==> config.mk <==
export PLATFORM = sky130hd
export DESIGN_NAME = tps_sqrt_stage
export DESIGN_NICKNAME = d
export VERILOG_FILES = /design/src/rtl/tps_pkg.sv /design/src/rtl/tps_sqrt_stage.sv
export SDC_FILE = /design/constraint.sdc
export NUM_CORES = 1
export LEC_CHECK = 0
export BUFFER_PORTS_ARGS = -buffer_cell sky130_fd_sc_hd__buf_2
export CORE_AREA = 2 2 100 102
export DETAILED_ROUTE_END_ITERATION = 6
export DIE_AREA = 0 0 102 104
export MAX_ROUTING_LAYER = met4
export PLACE_DENSITY = 0.77
export SYNTH_ARGS = -nofsm -noshare
export SYNTH_HDL_FRONTEND = slang
export SYNTH_SLANG_ARGS = --single-unit
==> constraint.sdc <==
create_clock -name vclk -period 5.25
set_clock_uncertainty 0.1 [all_clocks]
set_input_delay 0.525 -clock vclk [all_inputs]
set_output_delay 0.525 -clock vclk [all_outputs]
set_load 0.005 [all_outputs]
==> src/rtl/tps_pkg.sv <==
package tps_pkg;

  localparam int unsigned CoordW      = 16;
  localparam int unsigned NormW       = 32;
  localparam int unsigned OffW        = 26;
  localparam int unsigned FracBitsDef = 8;
  localparam int unsigned CrossW      = 35;
  localparam int unsigned MagW        = 34;
  localparam int unsigned ShW         = 31;
  localparam int unsigned SumW        = 64;
  localparam int unsigned LenW        = 32;
  localparam int unsigned DivNumW     = 62;
  localparam int unsigned QW          = 31;
  localparam int unsigned SqrtSteps   = 32;
  localparam int unsigned DivSteps    = 31;

  typedef struct packed {
    logic signed [CoordW-1:0] x;
    logic signed [CoordW-1:0] y;
    logic signed [CoordW-1:0] z;
  } vtx_t;

  // Lexicographic compare on (x, y, z).
  function automatic logic vtx_gt(input vtx_t p, input vtx_t q);
    logic r;
    begin
      if (p.x != q.x) r = (p.x > q.x);
      else if (p.y != q.y) r = (p.y > q.y);
      else r = (p.z > q.z);
      return r;
    end
  endfunction

endpackage

==> src/rtl/tps_sqrt_stage.sv <==
// One restoring square-root step: two radicand bits per stage.
module tps_sqrt_stage #(
  parameter int unsigned STEP = 0
) (
  input  logic [tps_pkg::SumW-1:0] rem_i,
  input  logic [tps_pkg::LenW-1:0] root_i,
  input  logic [tps_pkg::SumW-1:0] s_i,
  output logic [tps_pkg::SumW-1:0] rem_o,
  output logic [tps_pkg::LenW-1:0] root_o
);
  localparam int unsigned Pos = tps_pkg::SumW - 2 - 2 * STEP;
  logic [tps_pkg::SumW+1:0] rem_sh;
  logic [tps_pkg::SumW+1:0] trial;

  always_comb begin
    rem_sh = {rem_i, s_i[Pos +: 2]};
    trial  = {root_i, 2'b01};
    if (rem_sh >= trial) begin
      rem_o  = tps_pkg::SumW'(rem_sh - trial);
      root_o = {root_i[tps_pkg::LenW-2:0], 1'b1};
    end else begin
      rem_o  = tps_pkg::SumW'(rem_sh);
      root_o = {root_i[tps_pkg::LenW-2:0], 1'b0};
    end
  end
endmodule

==> results.tsv <==
stage	metric	value	unit
routing	DR DRC count	0	
global_routing	maximum number of pins on one net before global-route repair	54	
setup_path	worst path buffer plus inverter count	4	
placed_design	routability congestion estimate	0.9053	
timing	Final Slew Violations	0	
setup_path	crit path capture	rem_o[14]	
final_layout	area growth from synthesis to layout	25.09	%
setup_path	cell family with most CP delay	simple AND/OR/NAND/NOR gates	
synth	Post-Syn Area	3366	um^2
clock_network	Gates resized, CTS repair	0	
die	die area	10610	um^2
setup_path	Critical Path Max Stage Delay	0.59	ns
global_routing	global-route wire length before repair	17470	um
clock_network	setup bufs post-CTS	0	
global_routing	antenna violations before repair	1	
final_layout	storage element area	0	um^2
die	Die X	102	um
placed_design	DP Wirelength	9353	um
final_layout	Total Nets Final	881	
routing	Routed wire per std cell	13.24	um
global_routing	via count of the first global-routing pass	3877	
synth	Ys Warns	0	
status	status	finished clean	
routing	DRT Wirelength	10850	um
timing	setup TNS	0	ns
setup_path	CP required	4.62	ns
die	core area	9549	um^2
routing	vias per inst	5.269	
routing	Starting DRT DRC Count	127	
synth	most common cell in the netlist	nand2_1	
synth	synthesized area per cell	6.291	um^2
final_layout	clkbuf count	0	
placed_design	pre-CTS setup slack	0.5365	ns
power_and_ir_drop	total power per unit cell area	105.5	nW/um^2
timing	final hold vios	0	
synth	top cells by area, synth	ha_1 13%, xor2_1 9.4%, buf_4 7.8%	
synth	Post-synth top cells	49 x nand2_1, 46 x a21oi_1, 45 x inv_1, 45 x nor2_1, 38 x o21ai_0	
routing	Routed Antenna Nets	0	
synth	post-synthesis cell type count	51	
power_and_ir_drop	Lkg Pwr	2.102	nW
timing	final setup fails	0	
die	initial core utilization	35.25	%
setup_path	worst path cell trace	buf_2 -> or4_1 -> or4_4 -> or4_1 -> a311oi_2 -> nor4b_4 -> buf_4 -> inv_2 -> a21oi_1 -> buf_2	
final_layout	Post-Layout Cell Count	819	
routing	drt pass-1 iters	5	
min_path	HP Class	in2out	
setup_path	crit start category	primary input	
routing	DR vias	4315	
final_layout	Final Cell Area	4210	um^2
global_routing	total gr overflow	0	
job	max cap viols	0	
setup_path	CP max stage cell	or4_1	
placed_design	dpl cells	818	
timing	hold_ws	1.129	ns
timing	fin crit share	89.01	%
synth	Synthesized Nets	729	
synth	Post-Synthesis Cells	535	
synth	Yosys top cell by area	ha_1	
placed_design	placed inst area	4208	um^2
timing	Worst Max-Slew Pin Slew	0.8158	ns
final_layout	Seq cells	0	
synth	Synth top area share	12.64	%
setup_path	Worst Path Arrival	4.05	ns
die	# rows	36	
setup_path	critical path fanouts, max	53	
power_and_ir_drop	worst vdd ir	59.40	uV
synth	register area share after synthesis	0	%
timing	setup ws final	0.5771	ns
setup_path	critical path endpoint category	primary output	
setup_path	Crit Path Class	in2out	
timing	max frequency	0.2140	GHz
timing	RSZ-0062 raised after global routing	no	
die	# IOs	256	
clock_network	cts hold-fix bufs	0	
die	die height	104	um
timing	minimum clock period	4.673	ns
final_layout	share of layout cells above drive strength 1	29.93	%
placed_design	# port buffers	194	
global_routing	gr usage total	19.67	%
setup_path	Worst path depth	10	
timing	slew margin rel.	44.93	%
setup_path	CP Launch Point	rem_i[50]	
[worst min-delay path by stage]
stage                     from          to  cells after the start
floorplan            rem_i[32]   rem_o[34]                      1
global placement    root_i[23]  root_o[24]                      2
detailed placement  root_i[21]  root_o[22]                      2
CTS                  root_i[3]   root_o[4]                      2
global route        root_i[21]  root_o[22]                      2
finish               root_i[3]   root_o[4]                      2
[where the power goes]
| group | internal, W | switching, W | leakage [nW] |
|---|---|---|---|
| combinational | 0.000204 | 0.000240 | 2.10 |
| sequential | 0 | 0 | 0 |
| clock | 0.0000000000254 | 0 | 0.00000634 |
[logic make-up (layout without fill, tap and decap cells)]
group	after synthesis	count (layout)	synth area share [%]
AO/OA/AOI/OAI	152	152	27.99
AND/OR/NAND/NOR	201	201	30.45
multiplexers	1	1	0.2974
other	0	1	0
buffers and inverters	93	243	14.57
adder cells (fa/ha/maj)	34	34	12.64
XOR/XNOR	54	54	14.05
[layout make-up]
class,count,area (um^2)
Fill cell,1056,5339
Multi-Input combinational cell,442,2875
Timing Repair Buffer,197,993.5
Inverter,46,172.7
Tap cell,133,166.4
Antenna cell,1,2.502
[cell usage in the layout, fill, tap and decap left out, types with 4 or more instances in the layout]
cell	instances
nand2b_1	10
nor3_1	20
nand4_1	9
ha_1	34
and3_1	6
inv_1	45
and4_1	4
buf_2	194
a211oi_1	5
o21bai_1	6
or3_1	8
xnor2_1	18
o21a_1	6
a21oi_1	46
nor2_1	45
o21ai_1	4
xor2_1	36
nand3_1	15
o31ai_1	12
nor4_1	14
or4_1	8
a21o_1	16
nand2_1	49
o21ai_0	38
[stage by stage]
stage	utilization (%)	power (W)
floorplan	-	0.0002789
finish	44.09	0.0004442
CTS	44.06	0.0004444
global placement	44.06	0.0004385
detailed placement	44.06	0.0004411
global route	44.09	0.0004970
[per-layer routing]
metal  vias up  track usage, %  wire length [um]
met4         0           2.095               128
met2       168           34.35              5168
met1      1951           25.63              4768
li1       2187               -                 -
met3         9           1.210               780
met5         -               -                 0
(Power assumes the default switching activity.)
